## src/hdl/lzbd_pkg.sv

```systemverilog
// shared types and constants for the lz back-reference stream decoder
// no dependencies
`timescale 1ns / 1ps
`default_nettype none
package lzbd_pkg;
	localparam int WINDOW_DEPTH_DEF = 4096;
	localparam int LANE_BYTES_DEF   = 8;

	localparam logic [7:0]  MAGIC0    = 8'h59;
	localparam logic [7:0]  MAGIC1    = 8'h61;
	localparam logic [7:0]  MAGIC2    = 8'h7A;
	localparam logic [7:0]  MAGIC3    = 8'h30;
	localparam logic [8:0]  LONG_BIAS = 9'h012;
	localparam logic [7:0]  FLAG_MSB  = 8'h80;
	localparam logic [4:0]  HDR_BYTES = 5'h10;
	localparam logic [12:0] DIST_SAT  = 13'd4096;

	localparam logic [1:0] ERR_NONE    = 2'd0;
	localparam logic [1:0] ERR_MAGIC   = 2'd1;
	localparam logic [1:0] ERR_OVERRUN = 2'd2;
	localparam logic [1:0] ERR_OFFSET  = 2'd3;

	typedef enum logic [1:0] {
		PH_HEADER = 2'd0,
		PH_NORMAL = 2'd1,
		PH_SHORT  = 2'd2,
		PH_LONG   = 2'd3
	} phase_t;

	typedef enum logic [1:0] {
		KIND_NONE = 2'd0,
		KIND_EMIT = 2'd1,
		KIND_COPY = 2'd2
	} kind_t;

	typedef struct packed {
		logic load;
		logic step;
		logic rd;
		logic wr;
	} cmd_t;

	typedef struct packed {
		kind_t kind;
		logic  chunk_done;
		logic  last_byte;
		logic  out_free;
	} sts_t;

	function automatic logic [7:0] magic_byte(input logic [1:0] pos);
		logic [7:0] m;
		case (pos)
			2'd0:    m = MAGIC0;
			2'd1:    m = MAGIC1;
			2'd2:    m = MAGIC2;
			default: m = MAGIC3;
		endcase
		return m;
	endfunction
endpackage
`default_nettype wire

```

## src/hdl/lzbd_ctrl.sv

```systemverilog
// controller state machine: sequences accept, decode and window copy
// depends on lzbd_pkg
`timescale 1ns / 1ps
`default_nettype none
module lzbd_ctrl (
	input  wire logic          clk,
	input  wire logic          arst_n,
	input  wire logic          in_valid,
	output logic               in_ready,
	input  wire lzbd_pkg::sts_t sts,
	output lzbd_pkg::cmd_t     cmd
);
	import lzbd_pkg::*;

	typedef enum logic [1:0] {
		ST_IDLE   = 2'd0,
		ST_DECODE = 2'd1,
		ST_CPY_RD = 2'd2,
		ST_CPY_WR = 2'd3
	} state_t;

	state_t state_q;
	logic   ready_q;

	assign in_ready = ready_q;

	always_comb begin
		cmd = '0;
		unique case (state_q)
			ST_IDLE:   cmd.load = in_valid && ready_q;
			ST_DECODE: cmd.step = (sts.kind != KIND_EMIT) || sts.out_free;
			ST_CPY_RD: cmd.rd = 1'b1;
			ST_CPY_WR: cmd.wr = !sts.chunk_done || sts.out_free;
			default:   cmd = '0;
		endcase
	end

	always_ff @(posedge clk or negedge arst_n) begin
		if (!arst_n) begin
			state_q <= ST_IDLE;
			ready_q <= 1'b1;
		end else begin
			unique case (state_q)
				ST_IDLE: begin
					if (in_valid && ready_q) begin
						state_q <= ST_DECODE;
						ready_q <= 1'b0;
					end
				end
				ST_DECODE: begin
					if (cmd.step) begin
						if (sts.kind == KIND_COPY) begin
							state_q <= ST_CPY_RD;
						end else begin
							state_q <= ST_IDLE;
							ready_q <= 1'b1;
						end
					end
				end
				ST_CPY_RD: state_q <= ST_CPY_WR;
				ST_CPY_WR: begin
					if (cmd.wr) begin
						if (sts.last_byte) begin
							state_q <= ST_IDLE;
							ready_q <= 1'b1;
						end else begin
							state_q <= ST_CPY_RD;
						end
					end
				end
				default: begin
					state_q <= ST_IDLE;
					ready_q <= 1'b1;
				end
			endcase
		end
	end
endmodule
`default_nettype wire

```

## config.mk

```make
export PLATFORM = sky130hd
export DESIGN_NAME = lzbd_ctrl
export DESIGN_NICKNAME = d
export VERILOG_FILES = /design/src/hdl/lzbd_pkg.sv /design/src/hdl/lzbd_ctrl.sv
export SDC_FILE = /design/constraint.sdc
export NUM_CORES = 1
export LEC_CHECK = 0
export CAP_MARGIN = 10
export CORE_AREA = 2 2 39 41
export CTS_CLUSTER_SIZE = 30
export DETAILED_ROUTE_END_ITERATION = 6
export DIE_AREA = 0 0 41 43
export DONT_BUFFER_PORTS = 1
export PLACE_DENSITY = 0.3
export SLEW_MARGIN = 20
export SYNTH_ARGS = -nofsm -noshare
export SYNTH_HDL_FRONTEND = slang
export SYNTH_SLANG_ARGS = --single-unit
export TNS_END_PERCENT = 1
```

## constraint.sdc

```tcl
create_clock -name clk -period 1.5 [get_ports clk]
set_input_delay 0.075 -clock clk [delete_from_list [all_inputs] [get_ports clk]]
set_output_delay 0.075 -clock clk [all_outputs]
set_load 0.02 [all_outputs]
```

-- Yosys cells after proc, flatten, opt, wreduce, memory -nomap -nowiden
Cells that the tools add are included.
- bits in registers: 3
- input bits: 8
- word-level logic and storage cells: 36
- equal/unequal tests: 10
- multiplexer cells: 16
- reductions and logical operators: 8
- operators by type and width (kind ; number):
    $mux W2 ; 5
    $ne A2 B2 Y1 const B ; 5
    $mux W1 ; 9
    $pmux W2 S4 ; 1
    $eq A2 B2 Y1 const B ; 3
    $reduce_and A6 Y1 ; 1
    $pmux W1 S3 ; 1
    $reduce_and A3 Y1 ; 1
    $reduce_bool A3 Y1 ; 1
    $eq A2 B1 Y1 const B ; 1
    $logic_not A2 Y1 ; 1
    $logic_or A1 B1 Y1 ; 2
    $ne A2 B1 Y1 const B ; 1
    $logic_and A1 B1 Y1 ; 1
    $logic_not A1 Y1 ; 1

-- Logic depth before layout (Yosys ltp)
Gate-level depths: netlist of run 1.
- word-level depth: 5
- mapped depth: 4
- gate-level depth less buffers: 3

-- Least setup slack after synthesis of run 1
No wires, ideal clock.
- path kind: register to register
- start: register state_q[1]
- end: register state_q[1]
- library setup time: 0.130 ns
- arrival time: 1.104 ns
- required time: 1.370 ns
- path slack: 0.267 ns
- cell stages (with the launch flop): 5
- clock period less this slack: 1.233 ns
- path through: dfrtp_1 buf_6 or3b_1 a21oi_2 o32ai_1
- longest elaborated chain between the ends: 4
- ends and longest elaborated chain (what ; RTL line ; source):
    start: declaration ; lzbd_ctrl.sv:22 ; state_t state_q;
    start signal: assignment ; lzbd_ctrl.sv:40 ; state_q <= ST_IDLE;
    start signal: assignment ; lzbd_ctrl.sv:46 ; state_q <= ST_DECODE;
    start signal: assignment ; lzbd_ctrl.sv:53 ; state_q <= ST_CPY_RD;
    $eq A2 B1 Y1 / $eq A2 B2 Y1 (equally long branches) ; lzbd_ctrl.sv:29, lzbd_ctrl.sv:43 ;
    $mux W1 ; lzbd_ctrl.sv:29 ; unique case (state_q)
    $ne A2 B2 Y1 (no source line) ; n/a ;
    $reduce_and A3 Y1 (no source line) ; n/a ;
Several ways; a longest one is shown, not always the timed one.
A chain may end at the register's enable or synchronous reset.

==> results of run 1 <==
sequential cells by signal (all words and copies together) (netlist names):
| name | count |
|---|---|
| state_q | 2 |
| in_ready | 1 |
critical path: stages, from the launching register on:
cell and delay, ps:
dfrtp_1 410, buf_4 170, nor2_1 170, and3_1 300
repair_timing:
item	in CTS	in global routing
hold endpoints to repair	4	0
buffers inserted	0	0
resized for setup	0	0
hold buffers	3	0
kinds of logic (layout without fill, tap and decap cells):
logic type      Yosys count  in the layout  share of synthesized area (%)
simple gates             11             11                           29.7
compound gates            9              9                           28.6
flops                     3              3                           33.5
buf+inv                   3             11                           8.24
where the power goes:
part	total (mW)	leakage, nW	switching [mW]	internal (mW)
clock	0.145	0.0150	0.0450	0.0999
combinational	0.270	0.0788	0.146	0.124
sequential	0.196	0.0355	0.0682	0.128
total	0.611	0.129	0.259	0.352
final timing paths:
path	from	end	slack (ps)	cells after the start
setup / recovery	state_q[1]	cmd[3]	140	3
hold / removal	in_valid	in_ready	8	2
setup reg to reg	state_q[1]	state_q[1]	280	3
hold reg to reg	state_q[0]	state_q[0]	640	1
max in group asynchronous	arst_n	in_ready	1190	1
min in group asynchronous	arst_n	state_q[1]	90	1
routing by layer:
metal | up-vias | global-route usage (%) | wire, um
li1 | 111 | - | -
met1 | 91 | 8.77 | 249
met2 | 13 | 10.0 | 244
met3 | 2 | 2.62 | 57
met4 | 0 | 10.0 | 14
met5 | - | 0 | 0
cell usage in the layout, fill, tap and decap left out:
| cell type | count |
|---|---|
| o32ai_1 | 1 |
| inv_1 | 2 |
| o21bai_1 | 1 |
| and3_1 | 1 |
| a21oi_2 | 1 |
| o21ai_0 | 1 |
| a21oi_1 | 3 |
| nand2b_1 | 1 |
| nor2b_1 | 1 |
| clkbuf_4 | 3 |
| dfrtp_1 | 2 |
| nor2_1 | 1 |
| nand2_1 | 3 |
| nor3b_1 | 2 |
| clkbuf_1 | 1 |
| dlygate4sd3_1 | 3 |
| a21bo_2 | 1 |
| buf_4 | 2 |
| or3b_1 | 1 |
| a211o_2 | 1 |
| dfstp_2 | 1 |
| nor4bb_1 | 1 |
cell type report:
| class | instances | area share (%) |
|---|---|---|
| clock buffer | 4 | 8.54 |
| inverter | 2 | 2.44 |
| multi-input combinational | 20 | 43.1 |
| sequential | 3 | 24.8 |
| tap | 16 | 6.50 |
| timing repair buffer | 5 | 14.6 |
==> impl_results.md, run 1 <==
- Post-route insts no fill: 50
- YS warnings: 0
- Via density: 4.34
- Clock root buffer: clkbuf_4
- Vias in the first global route: 239
- Largest net degree at the start of global routing: 9
- Register area share after synthesis: 33.5%
- Final nets: 43
- PnR worst setup slack: 137 ps
- Top FF cell, synth: dfrtp_1
- Max Cap Viol: 0
- CP required: 1420 ps
- Initial cell density of the core: 16.5%
- #FFs+latches synth: 3
- ANT cells: 0
- Port bufs: 0
- First-pass GRT wire length: 876 um
- PD cells: 1980 mW/mm2
- Fill count: 164
- WP data arrival: 1290 ps
- Total power: 0.611 mW
- Core ar.: 0.00138 mm2
- Syn Area/Cell: 8.76 um2
- Hold Vio Cnt, Final: 0
- Post-layout util: 22.2%
- Core Rows: 14
- Asr flop ratio synth: 100%
- Final setup viols: 0
- Main area contributors after synthesis: dfrtp_1, dfstp_2, a21oi_1
- DRT Wirelength: 566 um
- RSZ-0062 raised after global routing: false
- CTS Buf Count: 3
- Fin Hold WS: 7.58 ps
- Status: finished clean
- Total GRT Usage: 7.96%
- Final Wtd Congestion: 0.668
- Share of cells above drive strength 1: 26.5%
- Initial DRT Pass Iterations: 1
- Startpoint Class: register
- Yosys top cell area share: 22.0%
- Synth Net Count: 34
- I/O pins: 13
- Crit end category: primary output
- Chip Height: 43 um
- Synthesized netlist cell count: 26
- Maximum clock rate: 734 MHz
- Die Wd: 41 um
- Crit path max fanout: 7
- Fin Setup TNS: 0 ps
- Clock sinks: 3
- TritonCTS clock tree: done
- Clk_skew: 4.41 ps
- DR iter-0 viols: 0
- GRT overflow: 0
- Clk Latency, worst-skew pair: 240 ps
- Register area: 76.3 um2
- Footprint of the multi-input gates: 133 um2
- DP Worst Slack: 276 ps
- Wire per inst: 11.3 um
- Crit path time final: 1360 ps
- Area delta synth->final: 35.2%
- Worst Tran Pin Value: 453 ps
- Longest Clk Path Bufs: 2
- Post-synth EDFFs: 0
- Vias after detailed routing: 217
- Hold crit path type: primary input to register
- Cell variety after synth: 19
- HPWL after DPL: 428 um
- Leak pwr: 0.129 nW
- Synth top cells by count: a21oi_1, nand2_1, dfrtp_1, inv_1, nor3b_1
- Post-Syn Area: 228 um2
- CTS clk-pin slew, worst paths: 40 ps
- Critical Setup Path Class: register to primary output
- Drc violations: 0
- H-tree levels: 1
- Initial antenna violation count: 0
- DP Area: 251 um2
- DP Cell Count: 43
- Peak VDD IR: 0.000533 V
- Relative slew slack: 69.9%
- Die Area: 0.00176 mm2
- Yosys top cell by area: dfrtp_1
- Post-Layout Inst Area: 308 um2
- Post-DRT Antenna Nets: 0
- Max Slew Vio Count: 0
- Final Cycle Share: 90.8%
Note: power is estimated with default switching activity, not from simulation.
==> inputs of run 2 (changes only) <==
PLACE_DENSITY = not set   (was 0.3)
==> impl_results.md, run 2 (synthesis gave the netlist of run 1 again) <==
- Initial cell density of the core: 16.5%
- Final setup viols: 0
- PD cells: 1990 mW/mm2
- Total power: 0.611 mW
- ANT cells: 0
- Fill count: 158
- Clk_skew: 7.37 ps
- Drc violations: 0
- Longest Clk Path Bufs: 2
- Area delta synth->final: 35.2%
- Initial antenna violation count: 0
- Relative slew slack: 69.6%
- Total GRT Usage: 8.93%
- Share of cells above drive strength 1: 26.5%
- Core Rows: 14
- H-tree levels: 1
- Core ar.: 0.00138 mm2
- First-pass GRT wire length: 1030 um
- CP required: 1420 ps
- Hold_buf cts: 3
- Reg with most FFs: state_q
- Crit end category: primary output
- Max reg flops: 2
- I/O pins: 13
- Post-Layout Inst Area: 308 um2
- DP Area: 251 um2
- Vias in the first global route: 271
- HPWL after DPL: 439 um
- Hold Vio Cnt, Final: 0
- Post-DRT Antenna Nets: 0
- PnR worst setup slack: 156 ps
- Critical Setup Path Class: register to primary output
- Commonest cells after routing, fill and taps aside: nand2_1, a21oi_1, clkbuf_4, dlygate4sd3_1
- WP data arrival: 1270 ps
- GRT overflow: 0
- Peak VDD IR: 0.000635 V
- Crit path max fanout: 7
- Die Area: 0.00176 mm2
- RSZ-0062 raised after global routing: false
- Final Wtd Congestion: 0.685
- TritonCTS clock tree: done
- Die Wd: 41 um
- PostCTS Resize Cnt: 0
- Postcts setup bufs: 0
- Final Cycle Share: 89.6%
- Wire per inst: 11.9 um
- Clock sinks: 3
- Crit path time final: 1340 ps
- CTS clk-pin slew, worst paths: 50 ps
- CTS Buf Count: 3
- Clk Latency, worst-skew pair: 240 ps
- Clock root buffer: clkbuf_4
- Vias after detailed routing: 222
- Port bufs: 0
- Hold crit path type: primary input to register
- Fin Setup TNS: 0 ps
- DP Worst Slack: 299 ps
- Largest net degree at the start of global routing: 9
- Max Cap Viol: 0
- Initial DRT Pass Iterations: 3
- Status: finished clean
- Chip Height: 43 um
- Startpoint Class: register
- DRT Wirelength: 593 um
- Via density: 4.44
- Leak pwr: 0.129 nW
- Maximum clock rate: 744 MHz
- DR iter-0 viols: 2
- Final nets: 43
- Max Slew Vio Count: 0
- Worst Tran Pin Value: 457 ps
[run 2: final timing paths]
check                      slack, ps        from    endpoint  cells past startpoint
max in group asynchronous       1180      arst_n    in_ready                      1
min                                3    in_valid    in_ready                      2
min reg2reg                      600  state_q[0]  state_q[0]                      1
max                              160  state_q[1]      cmd[3]                      3
max reg2reg                      290  state_q[1]  state_q[1]                      3
min in group asynchronous         90      arst_n  state_q[1]                      1
[run 2: report_power, final]
| part | switching [mW] | internal [mW] |
|---|---|---|
| sequential | 0.0616 | 0.127 |
| combinational | 0.145 | 0.125 |
| clock | 0.0519 | 0.100 |
[run 2: layout make-up]
type                            count  area (um2)  share of cell area [%]
Timing Repair Buffer                5        45.0                    14.6
Clock buffer                        4        26.3                    8.54
Inverter                            2        7.51                    2.44
Tap cell                           16        20.0                    6.50
Sequential cell                     3        76.3                    24.8
Multi-Input combinational cell     20         133                    43.1
[run 2: stage by stage]
stage / hold WS, ps / cells / utilization, %
after floorplan: -221 / 26 / -
after global placement: -220 / 43 / 18.2
after detailed placement: -220 / 43 / 18.2
after CTS: 4.97 / 50 / 22.2
after global routing: 22.7 / 50 / 22.2
final: 3.10 / 50 / 22.2
[run 2: per-layer routing]
layer	routed length (um)	vias up	GRT usage (%)
met1	263	98	11.2
met3	85	0	4.71
met4	0	0	8.00
met5	0	-	0
met2	244	14	10.3
li1	-	110	-
[run 2: critical path: stages, from the launching register on]
cell	delay (ps)
dfrtp_1	390
buf_4	170
nor2_1	170
and3_1	300
